==> config.mk <==
export PLATFORM = sky130hd
export DESIGN_NAME = quote_aware_delimiter_scanner_top
export DESIGN_NICKNAME = d
export VERILOG_FILES = /design/src/hdl/qads_pkg.sv /design/src/hdl/quote_aware_delimiter_scanner_top.sv /design/src/hdl/qads_cfg_regs.sv /design/src/hdl/qads_scan_core.sv
export SDC_FILE = /design/constraint.sdc
export NUM_CORES = 1
export LEC_CHECK = 0
export BUFFER_PORTS_ARGS = -buffer_cell sky130_fd_sc_hd__clkbuf_2
export CAP_MARGIN = 20
export CORE_UTILIZATION = 57
export DETAILED_ROUTE_END_ITERATION = 10
export GPL_TIMING_DRIVEN = 0
export HOLD_SLACK_MARGIN = 0.08
export PLACE_DENSITY = 0.86
export SYNTH_ARGS = -nofsm -noshare
export SYNTH_HDL_FRONTEND = slang
export SYNTH_SLANG_ARGS = --single-unit
==> constraint.sdc <==
create_clock -name i_clk -period 7.9 [get_ports i_clk]
set_input_delay 1.185 -clock i_clk [delete_from_list [all_inputs] [get_ports i_clk]]
set_output_delay 1.185 -clock i_clk [all_outputs]
set_load 0.01 [all_outputs]
==> src/hdl/qads_pkg.sv <==
// Package for the quote-aware delimiter scanner: widths, contexts, context update.
package qads_pkg;

    // Field and register widths
    localparam int BYTE_W     = 8;
    localparam int POS_W      = 16;
    localparam int DSET_W     = 64;
    localparam int DCNT_W     = 4;
    localparam int APB_DATA_W = 64;
    localparam int APB_ADDR_W = 4;

    // Parameter defaults
    localparam longint unsigned MAX_STRING_LENGTH_DEF = 64'd65536;
    localparam int              MAX_DELIMITERS_DEF    = 8;

    // Special characters
    localparam logic [BYTE_W-1:0] CH_LBRACE = 8'h7B;
    localparam logic [BYTE_W-1:0] CH_RBRACE = 8'h7D;
    localparam logic [BYTE_W-1:0] CH_SQUOTE = 8'h27;
    localparam logic [BYTE_W-1:0] CH_DQUOTE = 8'h22;

    // Register select bit of paddr (registers at 0 and 8)
    localparam int REG_SEL_BIT = 3;
    localparam logic REG_DSET = 1'b0;
    localparam logic REG_DCNT = 1'b1;

    typedef enum logic [1:0] {
        CTX_NONE   = 2'd0,
        CTX_BRACE  = 2'd1,
        CTX_SQUOTE = 2'd2,
        CTX_DQUOTE = 2'd3
    } t_ctx;

    // One input word as held in the input register
    typedef struct packed {
        logic [BYTE_W-1:0] data;
        logic              first;
        logic              last;
    } t_scan_word;

    // Configuration seen by the scan core
    typedef struct packed {
        logic [DSET_W-1:0] dset;
        logic [DCNT_W-1:0] dcnt;
    } t_scan_cfg;

    // Context after seeing byte b
    function automatic t_ctx next_context(input t_ctx ctx, input logic [BYTE_W-1:0] b);
        t_ctx r;
        r = ctx;
        case (b)
            CH_LBRACE: if (ctx == CTX_NONE) r = CTX_BRACE;
            CH_RBRACE: if (ctx == CTX_BRACE) r = CTX_NONE;
            CH_SQUOTE: begin
                if (ctx == CTX_NONE) r = CTX_SQUOTE;
                else if (ctx == CTX_SQUOTE) r = CTX_NONE;
            end
            CH_DQUOTE: begin
                if (ctx == CTX_NONE) r = CTX_DQUOTE;
                else if (ctx == CTX_DQUOTE) r = CTX_NONE;
            end
            default: r = ctx;
        endcase
        return r;
    endfunction

endpackage

==> src/hdl/quote_aware_delimiter_scanner_top.sv <==
// Top level of the quote-aware delimiter scanner.
//
//  Channel   Dir  Handshake                       Word contents
//  s_axis    in   tvalid/tready                   tdata=data_byte, tuser=first_byte,
//                                                 tlast=last_byte
//  m_axis    out  tvalid/tready                   tdata=match_position, tuser=found
//  apb       in   psel/penable/pwrite/pready      delimiter_set @0x0, delimiter_count @0x8
//
// One word is accepted per cycle unless m_axis stalls. An accepted word is loaded
// into the input register, then the context update and delimiter compares load the
// result register from it, where the result becomes valid. Reset clears
// context, offset, answered flag and both valid bits; no clearing pass is needed. A
// stall on m_axis holds the result register, then the input register, then tready.
module quote_aware_delimiter_scanner_top
    import qads_pkg::*;
#(
    parameter longint unsigned MAX_STRING_LENGTH = MAX_STRING_LENGTH_DEF,
    parameter int              MAX_DELIMITERS    = MAX_DELIMITERS_DEF
) (
    input  logic                  i_clk,
    input  logic                  i_rst_n,
    // Input stream
    input  logic                  i_s_axis_tvalid,
    output logic                  o_s_axis_tready,
    input  logic [BYTE_W-1:0]     i_s_axis_tdata,   // [7:0] data_byte
    input  logic                  i_s_axis_tuser,   // [0] first_byte
    input  logic                  i_s_axis_tlast,
    // Result stream
    output logic                  o_m_axis_tvalid,
    input  logic                  i_m_axis_tready,
    output logic [POS_W-1:0]      o_m_axis_tdata,   // [15:0] match_position
    output logic                  o_m_axis_tuser,   // [0] found
    // Configuration
    input  logic                  i_psel,
    input  logic                  i_penable,
    input  logic                  i_pwrite,
    input  logic [APB_ADDR_W-1:0] i_paddr,
    input  logic [APB_DATA_W-1:0] i_pwdata,
    output logic [APB_DATA_W-1:0] o_prdata,
    output logic                  o_pready
);

    t_scan_cfg  cfg;
    logic       r_in_valid;
    t_scan_word r_in_word;
    logic       core_ready;

    qads_cfg_regs u_cfg (
        .i_clk     (i_clk),
        .i_rst_n   (i_rst_n),
        .i_psel    (i_psel),
        .i_penable (i_penable),
        .i_pwrite  (i_pwrite),
        .i_paddr   (i_paddr),
        .i_pwdata  (i_pwdata),
        .o_prdata  (o_prdata),
        .o_pready  (o_pready),
        .o_cfg     (cfg)
    );

    // Input register: load whenever the core takes the held word or it is empty
    assign o_s_axis_tready = !r_in_valid || core_ready;

    always_ff @(posedge i_clk) begin
        if (!i_rst_n) begin
            r_in_valid <= 1'b0;
        end else if (o_s_axis_tready) begin
            r_in_valid <= i_s_axis_tvalid;
        end
    end

    always_ff @(posedge i_clk) begin
        if (o_s_axis_tready && i_s_axis_tvalid) begin
            r_in_word.data  <= i_s_axis_tdata;
            r_in_word.first <= i_s_axis_tuser;
            r_in_word.last  <= i_s_axis_tlast;
        end
    end

    qads_scan_core #(
        .MAX_STRING_LENGTH (MAX_STRING_LENGTH),
        .MAX_DELIMITERS    (MAX_DELIMITERS)
    ) u_core (
        .i_clk   (i_clk),
        .i_rst_n (i_rst_n),
        .i_cfg   (cfg),
        .i_valid (r_in_valid),
        .i_word  (r_in_word),
        .o_ready (core_ready),
        .o_valid (o_m_axis_tvalid),
        .i_ready (i_m_axis_tready),
        .o_found (o_m_axis_tuser),
        .o_pos   (o_m_axis_tdata)
    );

endmodule

==> src/hdl/qads_cfg_regs.sv <==
// APB register block: delimiter set and delimiter count.
module qads_cfg_regs
    import qads_pkg::*;
(
    input  logic                  i_clk,
    input  logic                  i_rst_n,
    input  logic                  i_psel,
    input  logic                  i_penable,
    input  logic                  i_pwrite,
    input  logic [APB_ADDR_W-1:0] i_paddr,
    input  logic [APB_DATA_W-1:0] i_pwdata,
    output logic [APB_DATA_W-1:0] o_prdata,
    output logic                  o_pready,
    output t_scan_cfg             o_cfg
);

    logic [DSET_W-1:0] r_dset;
    logic [DCNT_W-1:0] r_dcnt;
    logic              wr_en;

    assign o_pready = 1'b1;
    assign wr_en    = i_psel & i_penable & i_pwrite & o_pready;

    // Write registers on the access cycle
    always_ff @(posedge i_clk) begin
        if (!i_rst_n) begin
            r_dset <= '0;
            r_dcnt <= '0;
        end else if (wr_en) begin
            if (i_paddr[REG_SEL_BIT] == REG_DSET) begin
                r_dset <= i_pwdata[DSET_W-1:0];
            end else begin
                r_dcnt <= i_pwdata[DCNT_W-1:0];
            end
        end
    end

    // Read back
    always_comb begin
        if (i_paddr[REG_SEL_BIT] == REG_DSET) begin
            o_prdata = APB_DATA_W'(r_dset);
        end else begin
            o_prdata = APB_DATA_W'(r_dcnt);
        end
    end

    assign o_cfg.dset = r_dset;
    assign o_cfg.dcnt = r_dcnt;

endmodule

==> src/hdl/qads_scan_core.sv <==
// Scan core: context, offset and answered state plus the result register.
module qads_scan_core
    import qads_pkg::*;
#(
    parameter longint unsigned MAX_STRING_LENGTH = MAX_STRING_LENGTH_DEF,
    parameter int              MAX_DELIMITERS    = MAX_DELIMITERS_DEF
) (
    input  logic             i_clk,
    input  logic             i_rst_n,
    input  t_scan_cfg        i_cfg,
    input  logic             i_valid,
    input  t_scan_word       i_word,
    output logic             o_ready,
    output logic             o_valid,
    input  logic             i_ready,
    output logic             o_found,
    output logic [POS_W-1:0] o_pos
);

    localparam logic [POS_W-1:0] OFFSET_CAP =
        ((MAX_STRING_LENGTH - 64'd1) > 64'd65535) ? {POS_W{1'b1}}
                                                  : POS_W'(MAX_STRING_LENGTH - 64'd1);
    localparam logic [DCNT_W-1:0] DCNT_MAX = DCNT_W'(MAX_DELIMITERS);

    t_ctx             r_ctx, n_ctx;
    logic [POS_W-1:0] r_off, n_off;
    logic             r_ans, n_ans;
    logic             r_out_valid, n_out_valid;
    logic             r_found, n_found;
    logic [POS_W-1:0] r_pos, n_pos;

    t_ctx             ctx_base;
    t_ctx             ctx_new;
    logic [POS_W-1:0] off_base;
    logic             ans_base;
    logic [DCNT_W-1:0] dcnt_eff;
    logic             is_delim;
    logic             advance;

    // Step forward when the result register is empty or being drained
    assign advance = !r_out_valid || i_ready;
    assign o_ready = advance;

    // Clamp the delimiter count
    assign dcnt_eff = (i_cfg.dcnt > DCNT_MAX) ? DCNT_MAX : i_cfg.dcnt;

    // Compare against each enabled delimiter byte in parallel
    always_comb begin
        is_delim = 1'b0;
        for (int k = 0; k < MAX_DELIMITERS; k++) begin
            if ((DCNT_W'(k) < dcnt_eff) &&
                (i_cfg.dset[k*BYTE_W +: BYTE_W] == i_word.data)) begin
                is_delim = 1'b1;
            end
        end
    end

    // A first byte restarts context, offset and answered flag
    assign ctx_base = i_word.first ? CTX_NONE : r_ctx;
    assign off_base = i_word.first ? '0 : r_off;
    assign ans_base = i_word.first ? 1'b0 : r_ans;
    assign ctx_new  = next_context(ctx_base, i_word.data);

    always_comb begin
        n_ctx       = r_ctx;
        n_off       = r_off;
        n_ans       = r_ans;
        n_out_valid = r_out_valid;
        n_found     = r_found;
        n_pos       = r_pos;
        if (advance) begin
            n_out_valid = 1'b0;
            if (i_valid && !ans_base) begin
                n_ctx = ctx_new;
                n_off = (off_base < OFFSET_CAP) ? off_base + POS_W'(1) : off_base;
                n_ans = 1'b0;
                if (ctx_new == CTX_NONE && is_delim) begin
                    n_ans       = 1'b1;
                    n_out_valid = 1'b1;
                    n_found     = 1'b1;
                    n_pos       = off_base;
                end else if (i_word.last) begin
                    n_ans       = 1'b1;
                    n_out_valid = 1'b1;
                    n_found     = 1'b0;
                    n_pos       = '0;
                end
            end
        end
    end

    always_ff @(posedge i_clk) begin
        if (!i_rst_n) begin
            r_ctx       <= CTX_NONE;
            r_off       <= '0;
            r_ans       <= 1'b0;
            r_out_valid <= 1'b0;
        end else begin
            r_ctx       <= n_ctx;
            r_off       <= n_off;
            r_ans       <= n_ans;
            r_out_valid <= n_out_valid;
        end
    end

    // Result payload
    always_ff @(posedge i_clk) begin
        r_found <= n_found;
        r_pos   <= n_pos;
    end

    assign o_valid = r_out_valid;
    assign o_found = r_found;
    assign o_pos   = r_pos;

endmodule

==> impl_metrics.env <==
export IMPL_status="finished, final reports clean"
export IMPL_start_util_pct=59.80
export IMPL_cts_sinks=116
export IMPL_grt_antenna_before_repair=0
export IMPL_p_switching_uw=367.1
export IMPL_period_needed_ps=3758
export IMPL_synth_edf_count=27
export IMPL_synth_top_area_share_pct=29.93
export IMPL_die_h_um=104.2
export IMPL_min_to="u_cfg.r_dset[2]$_SDFFE_PN0P_"
export IMPL_powerDensity_mw_per_mm2=201.5
export IMPL_slew_headroom_pct=33.56
export IMPL_synth_cell_types=58
export IMPL_synthTopCellsByArea="dfxtp_1, edfxtp_1, nand2_1"
export IMPL_finalNetCount=953
export IMPL_met2_length_mm=7.903
export IMPL_dr_pass1_iters=6
export IMPL_place_congestion=0.8654
export IMPL_holdWs_ps=480.6
export IMPL_hold_violations=0
export IMPL_fin_cells=1011
export IMPL_setup_viol_count_final=0
export IMPL_worstSetupPathType="in -> out"
export IMPL_combPwrFrac_pct=8.1
export IMPL_io_buffers=163
export IMPL_hold_path_class="reg -> reg"
export IMPL_rsz0062_at_grt="false"
export IMPL_yosys_area_top_type="dfxtp_1"
export IMPL_met3WireLength_mm=1.328
export IMPL_cp_arrival_ps=2570
export IMPL_worstMarginPinSlew_ps=996.5
export IMPL_fin_setup_tns_ps=0
export IMPL_via_per_inst=5.659
export IMPL_yosysWarnings=0
export IMPL_nFillCells=703
export IMPL_hp_start="u_cfg.r_dset[2]$_SDFFE_PN0P_"
export IMPL_grt_max_degree=18
export IMPL_ys_ff_latch=116
export IMPL_wire_per_inst_um=16.54
export IMPL_dp_cells=979
export IMPL_end_kind="output port"
export IMPL_hold_buffers=0
export IMPL_report_final_slew_viol_count=0
export IMPL_ios=169
export IMPL_synth_ff_type="dfxtp_1"
export IMPL_cts_tree="done"
export IMPL_p_clk_share_pct=50.2
export IMPL_start_kind="input port"
export IMPL_n_antenna_cell=0
export IMPL_synth_common_cells="nand2_1, dfxtp_1, nor2b_1"
export IMPL_whs_path_depth=2
export IMPL_maxUsedRoutingLayer="met4"
export IMPL_dp_hpwl_mm=11.80
export IMPL_cts_setup_buffers=0
export IMPL_fp_row_count=36
export IMPL_worstReg2RegStart="r_in_word[1]$_DFFE_PP_"
export IMPL_insertion_delay_ps=530
export IMPL_cts_buffers=17
export IMPL_cts_clk_slew_worst_paths_ps=50
export IMPL_rrSetupSlack_ps=4200
export IMPL_drive_gt1_share_pct=25.63
export IMPL_maxCapViolations=0
export IMPL_drt_first_iter_violations=446
export IMPL_r2r_end="u_core.o_pos[7]$_SDFFCE_PN0P_"
export IMPL_fin_crit_sh_pct=47.56
export IMPL_irDropWorstVdd_v=0.0001387
export IMPL_avgSynthCellArea_um2=8.716
export IMPL_async_reset_ff_share_pct=0
export IMPL_p_total_uw=1514
export IMPL_synth_nets=771
export IMPL_clock_fmax_mhz=266.1
export IMPL_critPathRequiredTime_ps=6710
export IMPL_fin_util_pct=75.50
export IMPL_drt_total_wl_mm=16.72
export IMPL_p_sw_share_pct=24.24
export IMPL_ant_nets=0
export IMPL_grt_pass1_wl_mm=26.59
export IMPL_coreArea_mm2=0.009955
export IMPL_synth_most_common_cell="nand2_1"
export IMPL_areaGrowthSynthToFinish_pct=26.25
export IMPL_drc=0
export IMPL_die_area_mm2=0.01086
export IMPL_p_int_uw=1147
export IMPL_htree_levels=4
export IMPL_synthCells=683
export IMPL_grt_usage_pct=31.15
export IMPL_gr_total_overflow=0
export IMPL_cts_root_buffer="clkbuf_8"
export IMPL_cts_resized_gates=0
export IMPL_finClkSkew_ps=10.06
export IMPL_crit_fanout=10
export IMPL_ys_seq_area_share_pct=43.55
export IMPL_fp_dieW_um=104.2
export IMPL_grt_pass1_vias=5528
export IMPL_r2r_worst_path_cells=10
export IMPL_vias=5721
export IMPL_clockBufferDepth=2
export IMPL_syn_area_mm2=0.005953
export IMPL_routedLengthMet1_mm=6.871
export IMPL_leakage_uw=0.003148
export IMPL_pwr_share_seq_pct=41.7
-- power by group through the flow --
stage                     combinational (µW)  sequential [µW]  clock (µW)
after floorplan                         71.7              641           0
after global placement                   115              643           0
after detailed placement                 120              643           0
after CTS                                121              631         753
after global routing                     134              632         778
final                                    123              631         760
-- cells by family (layout without fill, tap and decap cells) --
| logic type | after synthesis | in the layout | synth area share [%] |
|---|---|---|---|
| AOI/OAI and AO/OA | 104 | 104 | 12.21 |
| xor gates and xnor gates | 69 | 69 | 10.15 |
| adders and majority gates | 3 | 3 | 0.6306 |
| buffers and inverters | 56 | 251 | 4.245 |
| DFF | 116 | 116 | 43.55 |
| muxes | 8 | 8 | 1.429 |
| other | 1 | 1 | 0.06299 |
| and+or+nand+nor | 326 | 326 | 27.72 |
-- metrics by stage --
step	worst slack (ps)	area, µm²
floorplan	4846	5953
global placement	4209	6935
detailed placement	4206	6935
CTS	4195	7516
global route	3973	7516
finish	4142	7516
-- final cells by class --
| cell class | instances | area (µm²) | area share (%) |
|---|---|---|---|
| clock buffers | 18 | 417.9 | 5.560 |
| repair buffers | 163 | 815.8 | 10.85 |
| plain buffers | 45 | 211.5 | 2.813 |
| multi-input cells | 511 | 3108 | 41.35 |
| clock inverters | 14 | 162.7 | 2.164 |
| well taps | 133 | 166.4 | 2.214 |
| inverters | 11 | 41.29 | 0.5494 |
| flip-flops and latches | 116 | 2592 | 34.49 |
-- flip-flops by register name, summed over array words and instances, names as in the netlist, 2 cells and up --
signal	flops
u_core.r_ctx	2
u_core.r_off	16
u_cfg.r_dset	64
r_in_word	10
u_core.o_pos	16
u_cfg.r_dcnt	4
-- critical path, stage by stage --
cell	delay (ps)
clkbuf_2	110
buf_1	500
clkbuf_1	460
nor2b_1	150
clkbuf_2	160
-- worst max path at each step --
stage,start,endpoint,slack (ps),depth (start not counted)
finish,i_paddr[3],o_prdata[20],4140,5
global route,r_in_word[1]$_DFFE_PP_,u_core.o_pos[7]$_SDFFCE_PN0P_,3970,10
CTS,i_paddr[3],o_prdata[16],4200,5
detailed placement,i_paddr[3],o_prdata[20],4210,5
global placement,i_paddr[3],o_prdata[16],4210,5
floorplan,i_paddr[3],o_prdata[10],4850,3
-- cell usage in the layout (no fill, tap or decap), types with 4 or more instances in the layout --
cell type,instances
clkinv_2,4
nor2b_1,70
edfxtp_1,27
a21oi_1,29
nand2b_1,7
mux2i_1,4
o2111ai_1,4
nor2_1,26
clkbuf_16,16
clkbuf_2,163
xor2_1,59
dfxtp_1,89
xnor2_1,10
o21ai_0,6
clkbuf_1,35
nor4_1,14
inv_1,10
buf_2,4
nand4_1,8
buf_6,4
nor3_2,5
nand2_1,148
nor3b_1,7
mux2_2,4
nor3_1,9
a21boi_0,42
nand3_1,15
-- metal layers --
metal | vias up | track usage (%)
li1 | 2660 | -
met1 | 2707 | 38.87
met2 | 292 | 50.24
met3 | 62 | 7.456
met4 | 0 | 15.92
met5 | - | 0
(Power assumes the default switching activity.)
